$ cat src/wffa_pkg.sv
package wffa_pkg;

	localparam int MAX_BLOCKS_DEF = 16;
	localparam int ADDR_BITS_DEF  = 16;

	localparam int FIELD_ADDR_W = 16;
	localparam int SIZE_W       = 16;
	localparam int HELD_W       = 5;

	typedef enum logic [0:0] {
		REQ_ADD   = 1'b0,
		REQ_ALLOC = 1'b1
	} req_type_t;

	typedef enum logic [1:0] {
		ST_ALLOC = 2'd0,
		ST_NOFIT = 2'd1,
		ST_ADDED = 2'd2,
		ST_FULL  = 2'd3
	} status_t;

	typedef struct packed {
		req_type_t               req_type;
		logic [FIELD_ADDR_W-1:0] block_start;
		logic [SIZE_W-1:0]       amount;
	} req_t;

	typedef struct packed {
		status_t                 status;
		logic [FIELD_ADDR_W-1:0] alloc_addr;
		logic [HELD_W-1:0]       blocks_held;
	} rsp_t;

	// search token handed from cell to cell
	typedef struct packed {
		logic              valid;
		logic              found;
		logic [SIZE_W-1:0] left;
	} tok_t;

	// broadcast table operation
	typedef struct packed {
		logic write;
		logic update;
		logic shift;
	} cmd_t;

endpackage

$ cat src/wffa_cell.sv
module wffa_cell #(
	parameter int MAX_BLOCKS = wffa_pkg::MAX_BLOCKS_DEF,
	parameter int ADDR_BITS  = wffa_pkg::ADDR_BITS_DEF,
	parameter int IDX        = 0
) (
	input  logic                              clk,
	input  logic                              arst_n,
	input  wffa_pkg::tok_t                    tok_in,
	input  logic [$clog2(MAX_BLOCKS)-1:0]     tok_idx_in,
	input  logic [ADDR_BITS-1:0]              tok_start_in,
	output wffa_pkg::tok_t                    tok_out,
	output logic [$clog2(MAX_BLOCKS)-1:0]     tok_idx_out,
	output logic [ADDR_BITS-1:0]              tok_start_out,
	input  logic [$clog2(MAX_BLOCKS+1)-1:0]   count,
	input  logic [wffa_pkg::SIZE_W-1:0]       amt,
	input  wffa_pkg::cmd_t                    cmd,
	input  logic [$clog2(MAX_BLOCKS)-1:0]     cmd_idx,
	input  logic [ADDR_BITS-1:0]              wr_start,
	input  logic [wffa_pkg::SIZE_W-1:0]       wr_size,
	input  logic [ADDR_BITS-1:0]              nb_start,
	input  logic [wffa_pkg::SIZE_W-1:0]       nb_size,
	output logic [ADDR_BITS-1:0]              start_out,
	output logic [wffa_pkg::SIZE_W-1:0]       size_out
);

	localparam int IDX_W = $clog2(MAX_BLOCKS);
	localparam int CNT_W = $clog2(MAX_BLOCKS + 1);
	localparam int SUM_W = (ADDR_BITS > wffa_pkg::SIZE_W) ? ADDR_BITS : wffa_pkg::SIZE_W;

	logic [ADDR_BITS-1:0]        start_q;
	logic [wffa_pkg::SIZE_W-1:0] size_q;
	logic                        tok_valid_q;
	logic                        tok_found_q;
	logic [wffa_pkg::SIZE_W-1:0] tok_left_q;
	logic [IDX_W-1:0]            tok_idx_q;
	logic [ADDR_BITS-1:0]        tok_start_q;

	logic                        in_range;
	logic                        fits;
	logic                        take;
	logic                        here;
	logic [wffa_pkg::SIZE_W-1:0] left;
	logic [SUM_W-1:0]            adv;

	assign in_range = CNT_W'(IDX) < count;
	assign fits     = in_range && (size_q >= amt);
	assign left     = size_q - amt;
	// strictly greater keeps the earliest entry on a tie
	assign take     = tok_in.valid && fits && (!tok_in.found || (left > tok_in.left));
	assign here     = cmd_idx == IDX_W'(IDX);
	assign adv      = SUM_W'(start_q) + SUM_W'(amt);

	always_ff @(posedge clk or negedge arst_n) begin
		if (!arst_n) begin
			tok_valid_q <= 1'b0;
		end else begin
			tok_valid_q <= tok_in.valid;
		end
	end

	always_ff @(posedge clk) begin
		if (take) begin
			tok_found_q <= 1'b1;
			tok_left_q  <= left;
			tok_idx_q   <= IDX_W'(IDX);
			tok_start_q <= start_q;
		end else begin
			tok_found_q <= tok_in.found;
			tok_left_q  <= tok_in.left;
			tok_idx_q   <= tok_idx_in;
			tok_start_q <= tok_start_in;
		end
	end

	always_ff @(posedge clk) begin
		if (cmd.write && here) begin
			start_q <= wr_start;
			size_q  <= wr_size;
		end else if (cmd.update && here) begin
			start_q <= adv[ADDR_BITS-1:0];
			size_q  <= wr_size;
		end else if (cmd.shift && (IDX_W'(IDX) >= cmd_idx)) begin
			start_q <= nb_start;
			size_q  <= nb_size;
		end
	end

	assign tok_out       = '{valid: tok_valid_q, found: tok_found_q, left: tok_left_q};
	assign tok_idx_out   = tok_idx_q;
	assign tok_start_out = tok_start_q;
	assign start_out     = start_q;
	assign size_out      = size_q;

endmodule

$ cat src/worst_fit_free_block_allocator_core.sv
// Worst-fit free block allocator. The free table is a row of MAX_BLOCKS cells, one block
// per cell. Raise start with req while busy is low; the transfer happens at that edge.
// An add's result strobes done in the next cycle and a new request may be given at once.
// An allocate is paced by the search token that walks the cell row one cell per clock; the
// chosen block is updated, or removed with the later cells shifting down in one step, at
// the edge the token leaves the last cell. Each result is on rsp for exactly one cycle with
// done high and cannot be held off, so the receiver must take it then.
module worst_fit_free_block_allocator_core #(
	parameter int MAX_BLOCKS = wffa_pkg::MAX_BLOCKS_DEF,
	parameter int ADDR_BITS  = wffa_pkg::ADDR_BITS_DEF
) (
	input  logic           clk,
	input  logic           arst_n,
	input  logic           start,
	output logic           busy,
	input  wffa_pkg::req_t req,
	output logic           done,
	output wffa_pkg::rsp_t rsp
);

	localparam int IDX_W  = $clog2(MAX_BLOCKS);
	localparam int CNT_W  = $clog2(MAX_BLOCKS + 1);
	localparam int HWID_W = (CNT_W > wffa_pkg::HELD_W) ? CNT_W : wffa_pkg::HELD_W;
	localparam int AIN_W  = (ADDR_BITS > wffa_pkg::FIELD_ADDR_W) ? ADDR_BITS
	                                                             : wffa_pkg::FIELD_ADDR_W;

	typedef enum logic [1:0] {
		S_IDLE = 2'b01,
		S_SCAN = 2'b10
	} state_t;

	state_t                      state_q;
	logic [CNT_W-1:0]            count_q;
	logic [wffa_pkg::SIZE_W-1:0] amt_q;
	logic                        inj_q;
	logic                        done_q;
	wffa_pkg::rsp_t              rsp_q;

	wffa_pkg::tok_t              tok_c   [MAX_BLOCKS+1];
	logic [IDX_W-1:0]            idx_c   [MAX_BLOCKS+1];
	logic [ADDR_BITS-1:0]        tst_c   [MAX_BLOCKS+1];
	logic [ADDR_BITS-1:0]        cstart  [MAX_BLOCKS];
	logic [wffa_pkg::SIZE_W-1:0] csize   [MAX_BLOCKS];

	wffa_pkg::cmd_t              cmd;
	logic [IDX_W-1:0]            cmd_idx;
	logic [ADDR_BITS-1:0]        wr_start;
	logic [wffa_pkg::SIZE_W-1:0] wr_size;
	logic [AIN_W-1:0]            start_wide;
	logic [AIN_W-1:0]            grant_wide;
	logic                        accept;
	logic                        is_add;
	logic                        full;
	logic                        fin;
	wffa_pkg::tok_t              last;
	logic [CNT_W-1:0]            cnt_next;
	logic [HWID_W-1:0]           held_wide;

	assign accept = start && !busy;
	assign is_add = req.req_type == wffa_pkg::REQ_ADD;
	assign full   = count_q == CNT_W'(MAX_BLOCKS);
	assign last   = tok_c[MAX_BLOCKS];
	assign fin    = last.valid;

	assign start_wide = AIN_W'(req.block_start);
	assign wr_start   = start_wide[ADDR_BITS-1:0];
	assign grant_wide = AIN_W'(tst_c[MAX_BLOCKS]);

	always_comb begin
		cmd.write  = accept && is_add && !full;
		cmd.update = fin && last.found && (last.left != '0);
		cmd.shift  = fin && last.found && (last.left == '0);
		cmd_idx    = cmd.write ? count_q[IDX_W-1:0] : idx_c[MAX_BLOCKS];
		wr_size    = cmd.write ? req.amount : last.left;
		if (cmd.write) begin
			cnt_next = count_q + CNT_W'(1);
		end else if (cmd.shift) begin
			cnt_next = count_q - CNT_W'(1);
		end else begin
			cnt_next = count_q;
		end
		held_wide = HWID_W'(cnt_next);
	end

	assign tok_c[0] = '{valid: inj_q, found: 1'b0, left: '0};
	assign idx_c[0] = '0;
	assign tst_c[0] = '0;

	for (genvar i = 0; i < MAX_BLOCKS; i++) begin : g_cell
		localparam int NB = (i < MAX_BLOCKS - 1) ? i + 1 : i;

		wffa_cell #(
			.MAX_BLOCKS(MAX_BLOCKS),
			.ADDR_BITS (ADDR_BITS),
			.IDX       (i)
		) u_cell (
			.clk          (clk),
			.arst_n       (arst_n),
			.tok_in       (tok_c[i]),
			.tok_idx_in   (idx_c[i]),
			.tok_start_in (tst_c[i]),
			.tok_out      (tok_c[i+1]),
			.tok_idx_out  (idx_c[i+1]),
			.tok_start_out(tst_c[i+1]),
			.count        (count_q),
			.amt          (amt_q),
			.cmd          (cmd),
			.cmd_idx      (cmd_idx),
			.wr_start     (wr_start),
			.wr_size      (wr_size),
			.nb_start     (cstart[NB]),
			.nb_size      (csize[NB]),
			.start_out    (cstart[i]),
			.size_out     (csize[i])
		);
	end

	always_ff @(posedge clk or negedge arst_n) begin
		if (!arst_n) begin
			state_q <= S_IDLE;
			count_q <= '0;
			inj_q   <= 1'b0;
			done_q  <= 1'b0;
		end else begin
			count_q <= cnt_next;
			inj_q   <= 1'b0;
			done_q  <= 1'b0;
			unique case (state_q)
				S_IDLE: begin
					if (accept) begin
						if (is_add) begin
							done_q <= 1'b1;
						end else begin
							inj_q   <= 1'b1;
							state_q <= S_SCAN;
						end
					end
				end
				S_SCAN: begin
					if (fin) begin
						done_q  <= 1'b1;
						state_q <= S_IDLE;
					end
				end
				default: state_q <= S_IDLE;
			endcase
		end
	end

	always_ff @(posedge clk) begin
		if (accept && !is_add) begin
			amt_q <= req.amount;
		end
		if (accept && is_add) begin
			rsp_q.status      <= full ? wffa_pkg::ST_FULL : wffa_pkg::ST_ADDED;
			rsp_q.alloc_addr  <= '0;
			rsp_q.blocks_held <= held_wide[wffa_pkg::HELD_W-1:0];
		end else if (fin) begin
			rsp_q.status      <= last.found ? wffa_pkg::ST_ALLOC : wffa_pkg::ST_NOFIT;
			rsp_q.alloc_addr  <= last.found ? grant_wide[wffa_pkg::FIELD_ADDR_W-1:0] : '0;
			rsp_q.blocks_held <= held_wide[wffa_pkg::HELD_W-1:0];
		end
	end

	assign busy = state_q != S_IDLE;
	assign done = done_q;
	assign rsp  = rsp_q;

	a_count_bound: assert property (@(posedge clk) disable iff (!arst_n)
		count_q <= CNT_W'(MAX_BLOCKS))
		else $error("free table count beyond capacity");

	a_no_done_in_scan: assert property (@(posedge clk) disable iff (!arst_n)
		(state_q == S_SCAN) |-> !done_q)
		else $error("result strobe during search");

	a_token_in_scan: assert property (@(posedge clk) disable iff (!arst_n)
		last.valid |-> (state_q == S_SCAN))
		else $error("search token left the row outside a search");

	a_alloc_busy: assert property (@(posedge clk) disable iff (!arst_n)
		(accept && !is_add) |=> busy)
		else $error("allocate transfer did not start a search");

	a_addr_zero: assert property (@(posedge clk) disable iff (!arst_n)
		(done_q && (rsp_q.status != wffa_pkg::ST_ALLOC)) |-> (rsp_q.alloc_addr == '0))
		else $error("address given without an allocation");

endmodule
$ cat config.mk
export PLATFORM = sky130hd
export DESIGN_NAME = worst_fit_free_block_allocator_core
export DESIGN_NICKNAME = d
export VERILOG_FILES = /design/src/wffa_pkg.sv /design/src/wffa_cell.sv /design/src/worst_fit_free_block_allocator_core.sv
export SDC_FILE = /design/constraint.sdc
export NUM_CORES = 2
export LEC_CHECK = 0
export BUFFER_PORTS_ARGS = -buffer_cell sky130_fd_sc_hd__buf_2
export CORE_MARGIN = 4
export CORE_UTILIZATION = 55
export DETAILED_ROUTE_END_ITERATION = 16
export MAX_ROUTING_LAYER = met4
export PLACE_DENSITY = 0.78
export SLEW_MARGIN = 20
export SYNTH_ARGS = -nofsm -noshare
export SYNTH_HDL_FRONTEND = slang
export SYNTH_HIERARCHICAL = 1
export SYNTH_SLANG_ARGS = --single-unit
$ cat constraint.sdc
create_clock -name clk -period 5.7 [get_ports clk]
set_input_delay 0 -clock clk [delete_from_list [all_inputs] [get_ports clk]]
set_output_delay 0 -clock clk [all_outputs]
set_load 0.02 [all_outputs]
==> summary.json <==
{
  "status": {"value": "finished, final reports clean"},
  "clk_latency": {"value": 790, "unit": "ps"},
  "synth.lib_cells_used.distinct": {"value": 140},
  "maximum_clock_rate": {"value": 190, "unit": "MHz"},
  "cts-htree-levels": {"value": 4},
  "final.fill_count": {"value": 11400},
  "worstPathCellList": {"value": "inv_1 -> ha_1 -> nand3b_2 -> dlygate4sd3_1 -> inv_6 -> nand2_4 -> nand2_1 -> nand2_1 -> buf_12 -> inv_1 -> nor4b_1 -> and2_1 -> buf_4 -> nor2_1 -> nand2_1 -> mux2i_1 -> a221o_1"},
  "cts-root-buf": {"value": "clkbuf_16"},
  "hold_path.class": {"value": "input port to flip-flop"},
  "drt_wl_total": {"value": 250000, "unit": "um"},
  "synth_area_leaders": {"value": "edfxtp_1 (21%), dfxtp_1 (16%), ha_1 (12%)"},
  "core_area": {"value": 140000, "unit": "sq um"},
  "peakVddDrop": {"value": 0.329, "unit": "mV"},
  "static-leakage-power": {"value": 37.2, "unit": "nW"},
  "clockBufferDepth": {"value": 3},
  "synth_seq_cells": {"value": 1168},
  "gp_routability_congestion": {"value": 1.01},
  "critical_path.slowest_cell": {"value": "dlygate4sd3_1"},
  "grt_pass1_wl": {"value": 373000, "unit": "um"},
  "postSynthAreaPerCell": {"value": 10.0, "unit": "sq um"},
  "gr-usage-all-layers": {"value": 33.9, "unit": "%"},
  "numCtsBuffers": {"value": 132},
  "floorplan.die.height": {"value": 384, "unit": "um"},
  "first_pass_iters": {"value": 9},
  "post-cts-setup-buffers": {"value": 0},
  "floorplan.die.width": {"value": 384, "unit": "um"},
  "dp_hpwl": {"value": 181000, "unit": "um"},
  "grt_overflow_total": {"value": 0},
  "fin_setup_tns": {"value": 0, "unit": "ps"},
  "ys.warnings.count": {"value": 6},
  "netlist.area_leader.share": {"value": 20.7, "unit": "%"},
  "setup_clock_skew_after_layout": {"value": 29.1, "unit": "ps"},
  "initial_core_util": {"value": 55.5, "unit": "%"},
  "drtIter0Drc": {"value": 7035},
  "syn_to_layout_area_delta": {"value": 10.1, "unit": "%"},
  "first_global_vias": {"value": 60800},
  "numClockSinks": {"value": 1168},
  "finalCritPeriodShare": {"value": 92.3, "unit": "%"},
  "synth_edf_count": {"value": 535},
  "crit_fanout": {"value": 26},
  "ant_nets": {"value": 0},
  "dieArea": {"value": 147000, "unit": "sq um"},
  "routed_via_density": {"value": 6.33},
  "drc": {"value": 0},
  "io-pin-count": {"value": 61},
  "critical_path_arrival": {"value": 5780, "unit": "ps"},
  "timing.setup.critical_path_class": {"value": "flip-flop to flip-flop"},
  "synth_top_area_cell": {"value": "edfxtp_1"},
  "final-setup-viol-count": {"value": 0},
  "worst_hold_path.num_cells": {"value": 2},
  "buffer_ports.inserted": {"value": 60},
  "async_reset_ff_share": {"value": 2.14, "unit": "%"},
  "synth.top_cells.by_count": {"value": "ha_1 (756), inv_1 (661), dfxtp_1 (608), nand2_1 (574), a21oi_1 (565)"},
  "synthesis.instances": {"value": 7768},
  "final_cells": {"value": 9975},
  "timing_worst_slew_pin_value": {"value": 1240, "unit": "ps"},
  "critical-path-max-stage-delay": {"value": 760, "unit": "ps"},
  "tritoncts_clock_tree": {"value": "built"},
  "final_max_slew_viol_count": {"value": 0},
  "cellPowerDensity": {"value": 404, "unit": "nW/um^2"},
  "post-synth-top-count-cell": {"value": "ha_1"},
  "r2r_cells": {"value": 17},
  "placed_cell_count": {"value": 9672},
  "postSynth.topFlopCell": {"value": "dfxtp_1"},
  "route.detailed.wl_per_inst": {"value": 25.1, "unit": "um"},
  "critical_path_required": {"value": 6220, "unit": "ps"},
  "clkSlewWorstSetupHoldPaths": {"value": 60, "unit": "ps"},
  "proportion_of_layout_cells_with_a_drive_suffix_above_1": {"value": 15.7, "unit": "%"},
  "layout_min_cycle_time": {"value": 5260, "unit": "ps"},
  "seq_area_frac_synth": {"value": 37.1, "unit": "%"},
  "cap_violations": {"value": 0},
  "cp-start-kind": {"value": "flip-flop"},
  "finalNetCount": {"value": 8802},
  "post_synth_instance_area": {"value": 77700, "unit": "sq um"},
  "crit_path_frequent_cell": {"value": "nand2_1"},
  "grt_antenna_before_repair": {"value": 7},
  "fp-row-count": {"value": 137},
  "slew_headroom": {"value": 17.2, "unit": "%"},
  "timing.final.hold_violations": {"value": 0},
  "detailroute.via_count": {"value": 63200},
  "rsz_0062_raised_after_global_routing": {"value": "false"},
  "grt_start_max_net_pins": {"value": 52},
  "cp-end-kind": {"value": "flip-flop"}
}
==> final timing paths <==
check	startpoint	end	slack, ps
setup / recovery	state_q[1]	g_cell[10].u_cell/start_out[14]	440
hold / removal	req[1]	amt_q[1]	60
setup reg to reg	state_q[1]	g_cell[10].u_cell/start_out[14]	440
hold reg to reg	g_cell[1].u_cell/tok_valid_q	g_cell[2].u_cell/tok_valid_q	370
max in group asynchronous	arst_n	count_q[0]	3520
min in group asynchronous	arst_n	inj_q	540
==> stage by stage <==
stage	total power [mW]	setup WS [ps]	instance area (sq um)	utilization, %	hold WS (ps)
floorplan	20.9	436	77900	-	-296
global placement	24.9	668	80500	57.5	197
detailed placement	25.2	607	80500	57.5	198
CTS	34.3	316	85600	61.1	11.6
global route	36.2	98.3	85600	61.1	25.9
finish	34.6	438	85600	61.1	59.2
==> routing by layer <==
layer  routed length, um  vias up  track usage, %
met3               26300      769            6.36
met2              106000     3417            49.8
met5                   0        -               -
met4               13700        0            15.6
li1                    -    28700               -
met1              104000    30300            45.5
==> final cells by class <==
| type | count | area [sq um] | area share (%) |
|---|---|---|---|
| clock buffers | 186 | 3880 | 4.53 |
| diodes | 9 | 22.5 | 0.0263 |
| clock inverters | 60 | 671 | 0.783 |
| well taps | 1876 | 2350 | 2.74 |
| multi-input cells | 5754 | 45200 | 52.8 |
| flip-flops and latches | 1168 | 28900 | 33.7 |
| inverters | 663 | 2500 | 2.92 |
| repair buffers | 259 | 2160 | 2.53 |
==> kinds of logic (layout without fill, tap and decap cells) <==
group / count (synthesis) / in the layout / share of synthesized area, %
AOI/OAI and AO/OA: 1901 / 1901 / 16.3
xor gates and xnor gates: 329 / 329 / 3.71
adders and majority gates: 788 / 788 / 13.0
muxes: 822 / 822 / 13.1
other: 1 / 63 / 0.00482
and+or+nand+nor: 1860 / 1860 / 11.7
DFF: 1168 / 1168 / 37.1
buffers and inverters: 899 / 1168 / 5.13
==> critical path, delay by kind of cell (launching register included) <==
kind	cells	cell delay, ps
flip-flops	1	390
buffers and inverters	6	1540
multiplexers	1	70
adder cells (fa/ha/maj)	1	230
AO/OA/AOI/OAI	1	290
AND/OR/NAND/NOR	8	2440
==> flip-flops by register name, summed over array words and instances, names as in the netlist <==
name,flops
state_q,2
count_q,5
inj_q,1
g_cell.u_cell/tok_left_q,256
rsp,23
done,1
g_cell.u_cell/tok_valid_q,16
amt_q,16
g_cell.u_cell/tok_idx_out,64
g_cell.u_cell/size_out,256
g_cell.u_cell/start_out,256
g_cell.u_cell/tok_found_q,16
g_cell.u_cell/tok_start_out,256
==> cell usage in the layout, fill, tap and decap left out, types with 81 or more instances in the layout <==
cell       count
inv_1        661
a21o_1       155
mux2_2       416
nand2_1      574
xor2_1       120
o21ai_0      371
ha_1         756
nand4_1      100
mux2i_1       85
xnor2_1      209
nand3_1      109
clkbuf_16    141
nor2_1       461
o21a_1        97
edfxtp_1     535
buf_4        131
a31oi_1       97
nor3_1        81
a21oi_1      565
mux2_4       267
nor2b_1      118
a211oi_1      86
dfxtp_1      608
==> report_power, final <==
| part | internal, mW | total, mW | switching (mW) |
|---|---|---|---|
| clock | 5.15 | 8.94 | 3.79 |
| combinational | 5.56 | 13.2 | 7.68 |
| sequential | 10.9 | 12.4 | 1.49 |
==> timing repair <==
action / CTS / global route
endpoints found under the hold margin: 208 / 0
hold buffers: 48 / 0
gates resized for setup: 0 / 1
endpoints found under the setup margin: 0 / 1
(Power assumes the default switching activity.)
